**src/design/mgs_pkg.sv**
```systemverilog
`default_nettype none
package mgs_pkg;

  localparam int POS_W   = 16;
  localparam int STEP_W  = 15;
  localparam int INV_W   = 16;
  localparam int RAND_W  = 16;
  localparam int COUNT_W = 32;
  localparam int CFG_W   = 16;
  localparam int CFG_IDX_W = 2;

  // register indexes of the configuration port
  localparam logic [CFG_IDX_W-1:0] REG_START_POSITION   = 2'd0;
  localparam logic [CFG_IDX_W-1:0] REG_STEP_SIZE        = 2'd1;
  localparam logic [CFG_IDX_W-1:0] REG_INV_TWO_SIGMA_SQ = 2'd2;

  localparam logic signed [POS_W-1:0] START_POSITION_RESET   = 16'sd0;
  localparam logic [STEP_W-1:0]       STEP_SIZE_RESET        = 15'd4096;
  localparam logic [INV_W-1:0]        INV_TWO_SIGMA_SQ_RESET = 16'd2048;

  // exp(-1/16) in Q0.32
  localparam logic [63:0] EXP_RATIO_Q32 = 64'd4034748382;

  // entries past this point of the recurrence all round to zero
  localparam int ROM_DEPTH = 256;
  localparam int ROM_IDX_W = $clog2(ROM_DEPTH);

  typedef logic [ROM_DEPTH-1:0][15:0] exp_rom_t;

  function automatic exp_rom_t build_exp_rom();
    exp_rom_t rom;
    logic [63:0] v;
    logic [63:0] e;
    v = 64'd1 << 32;
    for (int k = 0; k < ROM_DEPTH; k++) begin
      e = (64'd65535 * v + (64'd1 << 31)) >> 32;
      rom[k] = e[15:0];
      v = (v * EXP_RATIO_Q32 + (64'd1 << 31)) >> 32;
    end
    return rom;
  endfunction

  localparam exp_rom_t EXP_ROM = build_exp_rom();

  typedef struct packed {
    logic              restart;
    logic [RAND_W-1:0] step_random;
    logic [RAND_W-1:0] accept_random;
  } request_t;

  typedef struct packed {
    logic signed [POS_W-1:0] position;
    logic                    accepted;
    logic [COUNT_W-1:0]      accept_total;
  } result_t;

endpackage
`default_nettype wire

```
**src/design/mgs_req_if.sv**
```systemverilog
`default_nettype none
interface mgs_req_if
  import mgs_pkg::*;
();
  logic     valid;
  logic     ready;
  request_t data;

  modport source (output valid, output data, input ready);
  modport sink   (input valid, input data, output ready);
endinterface
`default_nettype wire

```
**src/design/mgs_res_if.sv**
```systemverilog
`default_nettype none
interface mgs_res_if
  import mgs_pkg::*;
();
  logic    valid;
  logic    ready;
  result_t data;

  modport source (output valid, output data, input ready);
  modport sink   (input valid, input data, output ready);
endinterface
`default_nettype wire

```
**src/design/metropolis_gaussian_step_unit.sv**
```systemverilog
// Metropolis step unit for a zero-mean Gaussian target, positions in signed Q4.12.
// request: one item per step with restart, step_random and accept_random.
// result: one item per request with the new position, the accept flag and the
// saturating count of accepted moves since the last restart.
// Configuration writes (start_position, step_size, inv_two_sigma_sq) go through
// cfg_write/cfg_index/cfg_data; unknown indexes are ignored. The user must make
// them only while the unit is idle; the unit itself does not enforce this. One
// 32x16 multiplier is shared by all products under a small sequencer: proposal
// offset, pos^2, trial^2 and the exp argument, one product per cycle. A restart
// item goes from IDLE straight to DONE; a step runs through OFF, TRIAL, TSQ and
// CMP, then to DONE if it moves closer to zero, else through D and LOOK to DONE.
// A new request is taken in the cycle its result appears. A finished result sits
// in an output register; the next request is accepted while it waits, and the
// sequencer holds its last step only when the register is still full at the time
// a second result is ready. Reset loads the configuration defaults, clears
// position and count and empties the output register.
`default_nettype none
module metropolis_gaussian_step_unit
  import mgs_pkg::*;
#(
  parameter int EXP_TABLE_DEPTH = 256
) (
  input  wire logic                 clk,
  input  wire logic                 rst,
  input  wire logic                 cfg_write,
  input  wire logic [CFG_IDX_W-1:0] cfg_index,
  input  wire logic [CFG_W-1:0]     cfg_data,
  mgs_req_if.sink                   request,
  mgs_res_if.source                 result
);

  localparam logic [2:0] ST_IDLE  = 3'd0;
  localparam logic [2:0] ST_OFF   = 3'd1;
  localparam logic [2:0] ST_TRIAL = 3'd2;
  localparam logic [2:0] ST_TSQ   = 3'd3;
  localparam logic [2:0] ST_CMP   = 3'd4;
  localparam logic [2:0] ST_D     = 3'd5;
  localparam logic [2:0] ST_LOOK  = 3'd6;
  localparam logic [2:0] ST_DONE  = 3'd7;

  logic [2:0] state;

  logic signed [POS_W-1:0] start_position;
  logic [STEP_W-1:0]       step_size;
  logic [INV_W-1:0]        inv_two_sigma_sq;

  logic signed [POS_W-1:0] current_position;
  logic [COUNT_W-1:0]      accept_count;

  logic              restart;
  logic [RAND_W-1:0] step_random;
  logic [RAND_W-1:0] accept_random;
  logic signed [POS_W-1:0] trial;
  logic [31:0]       psq;
  logic [31:0]       diff;
  logic              acc;

  logic [47:0] prod;
  logic [31:0] mul_a;
  logic [15:0] mul_b;

  logic    out_valid;
  result_t out_data;

  logic signed [17:0] offset;
  logic signed [17:0] trial_wide;
  logic signed [POS_W-1:0] trial_sat;
  logic [POS_W-1:0] pos_abs;
  logic [POS_W-1:0] trial_abs;
  logic [15:0] exp_index;
  logic [15:0] threshold;
  logic        out_free;

  assign request.ready = (state == ST_IDLE);
  assign result.valid  = out_valid;
  assign result.data   = out_data;
  assign out_free      = !out_valid || result.ready;

  assign pos_abs   = current_position[POS_W-1] ? 16'(-current_position) : current_position;
  assign trial_abs = trial[POS_W-1] ? 16'(-trial) : trial;

  // offset = (2*step*u1 >> 16) - step, then saturate the trial
  always_comb begin
    offset     = $signed({2'b00, prod[31:16]}) - $signed({3'b000, step_size});
    trial_wide = 18'(current_position) + offset;
    if (trial_wide > 18'sd32767) begin
      trial_sat = 16'sh7FFF;
    end else if (trial_wide < -18'sd32768) begin
      trial_sat = 16'sh8000;
    end else begin
      trial_sat = trial_wide[POS_W-1:0];
    end
  end

  // indexes past the table give zero; entries past the rom are zero as well
  always_comb begin
    exp_index = prod[47:32];
    if (32'(exp_index) < EXP_TABLE_DEPTH && 32'(exp_index) < ROM_DEPTH) begin
      threshold = EXP_ROM[exp_index[ROM_IDX_W-1:0]];
    end else begin
      threshold = 16'd0;
    end
  end

  // operand select for the shared multiplier
  always_comb begin
    mul_a = 32'd0;
    mul_b = 16'd0;
    case (state)
      ST_OFF: begin
        mul_a = {16'd0, step_size, 1'b0};
        mul_b = step_random;
      end
      ST_TRIAL: begin
        mul_a = {16'd0, pos_abs};
        mul_b = pos_abs;
      end
      ST_TSQ: begin
        mul_a = {16'd0, trial_abs};
        mul_b = trial_abs;
      end
      ST_D: begin
        mul_a = diff;
        mul_b = inv_two_sigma_sq;
      end
      default: begin
        mul_a = 32'd0;
        mul_b = 16'd0;
      end
    endcase
  end

  always_ff @(posedge clk) begin
    prod <= mul_a * mul_b;
  end

  always_ff @(posedge clk) begin
    if (rst) begin
      start_position   <= START_POSITION_RESET;
      step_size        <= STEP_SIZE_RESET;
      inv_two_sigma_sq <= INV_TWO_SIGMA_SQ_RESET;
    end else if (cfg_write) begin
      case (cfg_index)
        REG_START_POSITION:   start_position   <= cfg_data;
        REG_STEP_SIZE:        step_size        <= cfg_data[STEP_W-1:0];
        REG_INV_TWO_SIGMA_SQ: inv_two_sigma_sq <= cfg_data;
        default: ;
      endcase
    end
  end

  always_ff @(posedge clk) begin
    if (rst) begin
      state            <= ST_IDLE;
      current_position <= '0;
      accept_count     <= '0;
      out_valid        <= 1'b0;
      acc              <= 1'b0;
    end else begin
      if (out_valid && result.ready) begin
        out_valid <= 1'b0;
      end
      case (state)
        ST_IDLE: begin
          if (request.valid) begin
            restart       <= request.data.restart;
            step_random   <= request.data.step_random;
            accept_random <= request.data.accept_random;
            acc           <= 1'b0;
            state         <= request.data.restart ? ST_DONE : ST_OFF;
          end
        end
        ST_OFF: begin
          state <= ST_TRIAL;
        end
        ST_TRIAL: begin
          trial <= trial_sat;
          state <= ST_TSQ;
        end
        ST_TSQ: begin
          psq   <= prod[31:0];
          state <= ST_CMP;
        end
        ST_CMP: begin
          if (prod[31:0] <= psq) begin
            acc   <= 1'b1;
            state <= ST_DONE;
          end else begin
            diff  <= prod[31:0] - psq;
            state <= ST_D;
          end
        end
        ST_D: begin
          state <= ST_LOOK;
        end
        ST_LOOK: begin
          acc   <= (accept_random < threshold);
          state <= ST_DONE;
        end
        ST_DONE: begin
          if (out_free) begin
            out_valid <= 1'b1;
            if (restart) begin
              current_position      <= start_position;
              accept_count          <= '0;
              out_data.position     <= start_position;
              out_data.accepted     <= 1'b0;
              out_data.accept_total <= '0;
            end else if (acc) begin
              current_position      <= trial;
              out_data.position     <= trial;
              out_data.accepted     <= 1'b1;
              if (accept_count != '1) begin
                accept_count          <= accept_count + 1'b1;
                out_data.accept_total <= accept_count + 1'b1;
              end else begin
                out_data.accept_total <= accept_count;
              end
            end else begin
              out_data.position     <= current_position;
              out_data.accepted     <= 1'b0;
              out_data.accept_total <= accept_count;
            end
            state <= ST_IDLE;
          end
        end
        default: begin
          state <= ST_IDLE;
        end
      endcase
    end
  end

endmodule
`default_nettype wire

```
**src/flat_wrapper.sv**
```systemverilog
// flat-port wrapper written by rule: the top's interface ports become plain ports
module metropolis_gaussian_step_unit_flat import mgs_pkg::*;
#(
  parameter int EXP_TABLE_DEPTH = 256
)
  (clk, rst, cfg_write, cfg_index, cfg_data, request_valid, request_data, request_ready, result_valid, result_data, result_ready);
  mgs_req_if request_i ();
  mgs_res_if result_i ();
  input  wire logic clk;
  input  wire logic rst;
  input  wire logic cfg_write;
  input  wire logic [CFG_IDX_W-1:0] cfg_index;
  input  wire logic [CFG_W-1:0] cfg_data;
  input wire logic [$bits(request_i.valid)-1:0] request_valid;
  input wire logic [$bits(request_i.data)-1:0] request_data;
  output wire logic [$bits(request_i.ready)-1:0] request_ready;
  output wire logic [$bits(result_i.valid)-1:0] result_valid;
  output wire logic [$bits(result_i.data)-1:0] result_data;
  input wire logic [$bits(result_i.ready)-1:0] result_ready;
  assign request_i.valid = request_valid;
  assign request_i.data = request_data;
  assign request_ready = request_i.ready;
  assign result_valid = result_i.valid;
  assign result_data = result_i.data;
  assign result_i.ready = result_ready;
  metropolis_gaussian_step_unit #(.EXP_TABLE_DEPTH(EXP_TABLE_DEPTH)) u_core (.clk(clk), .rst(rst), .cfg_write(cfg_write), .cfg_index(cfg_index), .cfg_data(cfg_data), .request(request_i), .result(result_i));
endmodule
```
**config.mk**
```make
export PLATFORM = sky130hd
export DESIGN_NAME = metropolis_gaussian_step_unit_flat
export DESIGN_NICKNAME = d
export VERILOG_FILES = /design/src/design/mgs_pkg.sv /design/src/design/mgs_req_if.sv /design/src/design/mgs_res_if.sv /design/src/design/metropolis_gaussian_step_unit.sv /design/src/flat_wrapper.sv
export SDC_FILE = /design/constraint.sdc
export NUM_CORES = 2
export LEC_CHECK = 0
export BUFFER_PORTS_ARGS = -buffer_cell sky130_fd_sc_hd__buf_4
export CAP_MARGIN = 40
export CORE_MARGIN = 1
export CORE_UTILIZATION = 30
export DETAILED_ROUTE_END_ITERATION = 10
export GPL_TIMING_DRIVEN = 0
export SETUP_SLACK_MARGIN = 0.15
export SYNTH_ARGS = -nofsm -noshare
export SYNTH_HDL_FRONTEND = slang
export SYNTH_SLANG_ARGS = --single-unit
```
**constraint.sdc**
```tcl
create_clock -name clk -period 15.3 [get_ports clk]
set_input_delay 0.765 -clock clk [delete_from_list [all_inputs] [get_ports clk]]
set_output_delay 0.765 -clock clk [all_outputs]
set_load 0.02 [all_outputs]
```
==> key figures <==
Route
  • Drt drc: 0
  • Routed via count: roughly 30000
  • 1st-iter DRT viols: 2827
  • Routed wire length: between 100 and 150 mm
  • ANT nets after route: 0
  • Routed len/inst: between 20 and 25 um
  • Drt via density: between 5 and 6
  • Router iterations before antenna repair: 8

Logic synthesis
  • Xor and xnor area share after synthesis: between 3 and 4%
  • Mux cell area share after synthesis: less than 1%
  • Synth Net Count: approximately 4700
  • Leading register cell type out of synthesis: edfxtp_1
  • Syn Area/Cell: between 8 and 9 um^2
  • Synth area leader: fa_1
  • Mapped Area: roughly 35000 um^2
  • Count of cell types in the netlist: a little over 100
  • Top-area cell type share of the netlist area: 24.3%
  • Top cells by area, synth: fa_1 (24%), edfxtp_1 (14%), dfxtp_1 (9.0%)
  • Sequential share of the synthesized area: approximately 23%
  • EDFF count, synth: 162
  • Synthesized instance count: roughly 4000
  • Synth async-reset ratio: 0%
  • Largest family of logic cells by synthesized area: adder cells
  • Adder-Cell Fraction of Synth Area: 32.0%
  • Complex-gate fraction of the synthesized area: roughly 14%
  • Count leader, synth: nand2_1
  • Synth Area in Simple Gates: about 17%
  • Commonest cells in the netlist: nand2_1 (676), inv_1 (551), fa_1 (421), nor2_1 (334), ha_1 (216)
  • Syn. warnings: 0
  • Yosys reg bits: about 320

Timing
  • Final Max Slew Viols: 0
  • Final setup vio count: 0
  • Setup TNS: 0 ns
  • Min Clock Period, post-route: ~13 ns
  • Relative slew slack: between 30% and 40%
  • PnR worst setup slack: 2.70 ns
  • Slew at the pin closest to its max-slew limit: roughly 0.93 ns
  • RSZ-0062 raised after global routing: false
  • Period utilisation layout: between 80% and 90%
  • Max Clock Freq: just under 0.08 GHz
  • Clock skew: 0.0274 ns
  • Final hold violations: 0

Clock tree
  • Worst-Skew Late Latency: ~0.56 ns
  • Clock root cell: clkbuf_16
  • Post-CTS sizing: 0
  • TritonCTS Buffers: 36
  • TritonCTS clock tree: done
  • CTS sink count: approximately 320
  • Max Buffers Root-to-Sink: 3
  • Post-CTS Hold Fix Bufs: 0
  • Reg clk slew, reported paths: 0.07 ns
  • CTS H-tree depth: 2
  • Post-CTS Setup Repair Bufs: 0

Setup path
  • CP peak stage delay: ~0.7 ns
  • Critical path startpoint: u_core.state[2]$_SDFFE_PP0P_
  • Crit path max-delay cell type: clkbuf_1
  • R2R cell count: 32
  • Arrival @ worst endpoint: 13.04 ns
  • Most frequent CP cell: fa_1
  • Reg2reg start: u_core.state[2]$_SDFFE_PP0P_
  • Worst setup SP type: register
  • CP Class: reg -> reg
  • CP Data Required Time: around 16 ns
  • R2r setup slk: approximately 2.7 ns
  • CP max FO: 15
  • CP endpoint kind: register

Global routing
  • Pin count of the biggest net entering global routing: 27
  • First-pass GRT wire length: 184 mm
  • Gr ovfl total: 0
  • Vias in the first global route: 29900
  • Total track usage: 20.6%
  • Initial antenna violation count: 2

Placement
  • PortBufs: 105
  • Post-DP HPWL: just under 100 mm
  • Post-place setup slack: 3.08 ns
  • Routability cong.: about 0.94

Die
  • Top Ports: ~110
  • Core box area: roughly 110000 um^2
  • Die area: around 120000 um^2
  • Die Ht: approximately 340 um
  • Row count: 124
  • Starting Density: 30.3%
  • Die X: between 300 and 400 um

Layout
  • Layout fillers: 12000
  • Final Util: about a third
  • Share of cells above drive strength 1: approximately 6.7%
  • Seq. cell area: roughly 8000 um^2
  • Area of the multi-input gates: approximately 24000 um^2
  • Synth-to-Final Area Change: 11.9%
  • Fin nets: 4868

Power
  • Sw Pwr: approximately 1.9 mW
  • Int Power: 2.22 mW
  • Clk network pwr share: 21.4%
  • Peak VDD IR: ~73 uV
  • Comb power frac: about 52%
  • Sw frac: a little under half
  • Sequential share of power: 26.9%
  • P_leak: around 16 nW
  • P per Cell Area: 105 nW/um^2

Status
  • Status: complete, no violations

Run
  • Maxcap violations: 0

Worst hold path
  • HP Class: in -> reg
  • WHS Path Cells: 1
## kinds of logic after synthesis
kind of cell / count (synthesis)
AO/OA/AOI/OAI: 739
buffers and inverters: 776
multiplexers: 22
adder cells (fa/ha/maj): 637
flip-flops: 318
XOR/XNOR: 150
AND/OR/NAND/NOR: 1364
## cell usage in the layout (no fill, tap or decap), types with 82 or more instances in the layout
master	instances
inv_1	551
nand2_1	676
nor2_1	332
fa_1	421
buf_4	117
a21oi_1	195
o21ai_0	153
clkbuf_1	181
xor2_1	82
dfxtp_1	156
ha_1	216
edfxtp_1	162
## stage by stage
step	hold WS, ns	instances	total power, mW	instance area (um^2)
after floorplan	0.408	4006	2.45	34700
after global placement	0.418	5623	3.15	37400
after detailed placement	0.423	5649	3.17	37700
after CTS	0.353	5715	4.07	38900
after global routing	0.356	5715	4.32	38900
final	0.375	5716	4.08	38900
## cell type report
type / instances / area share, %
flip-flops and latches: 318 / 20.5
inverters: 554 / 5.35
clock inverters: 19 / 0.438
multi-input cells: 2912 / 61.2
well taps: 1512 / 4.87
diodes: 1 / 0.00644
repair buffers: 131 / 2.62
plain buffers: 222 / 2.40
clock buffers: 47 / 2.58
## state kept, by name (all words and copies together), names as in the netlist, 3 cells and up, named ones only
name / flops
u_core.accept_random: 16
u_core.trial: 16
u_core.prod: 40
u_core.start_position: 16
u_core.current_position: 16
u_core.psq: 32
u_core.state: 3
u_core.result.data: 49
u_core.diff: 32
u_core.accept_count: 32
u_core.step_random: 16
u_core.step_size: 15
u_core.inv_two_sigma_sq: 16
## how the worst min path moves through the flow
stage                     slack (ns)                            endpoint                    from
after CTS                       0.35  u_core.accept_random[13]$_DFFE_PP_        request_data[13]
after global routing            0.36   u_core.accept_random[8]$_DFFE_PP_         request_data[8]
after global placement          0.42             u_core.psq[4]$_DFFE_PP_  u_core.prod[4]$_DFF_P_
after detailed placement        0.42             u_core.psq[4]$_DFFE_PP_  u_core.prod[4]$_DFF_P_
final                           0.37    u_core.step_random[15]$_DFFE_PP_        request_data[31]
after floorplan                 0.41             u_core.psq[0]$_DFFE_PP_  u_core.prod[0]$_DFF_P_
## worst max-delay path, delay by kind of cell, from the launching register on
family          cells  cell delay [ns]
simple gates        5             1.51
buf+inv            11             4.00
fa+ha+maj           8             3.57
compound gates      7             2.46
flops               1             0.37
xor+xnor            1             0.52
## power by group through the flow
stage / sequential (mW) / combinational [mW] / clock, mW
global route: 1.10 / 2.29 / 0.925
floorplan: 1.08 / 1.37 / 0
detailed placement: 1.11 / 2.06 / 0
global placement: 1.11 / 2.03 / 0
CTS: 1.10 / 2.08 / 0.895
finish: 1.10 / 2.11 / 0.874
## per-layer routing
metal / vias up / GRT usage, % / part of all wire [%]
met5: - / 0 / 0
met2: 1341 / 32.2 / 45
met4: 0 / 8.06 / 4.4
met1: 15100 / 28.4 / 43
met3: 275 / 3.45 / 7.9
li1: 13600 / - / -
(Power assumes the default switching activity.)
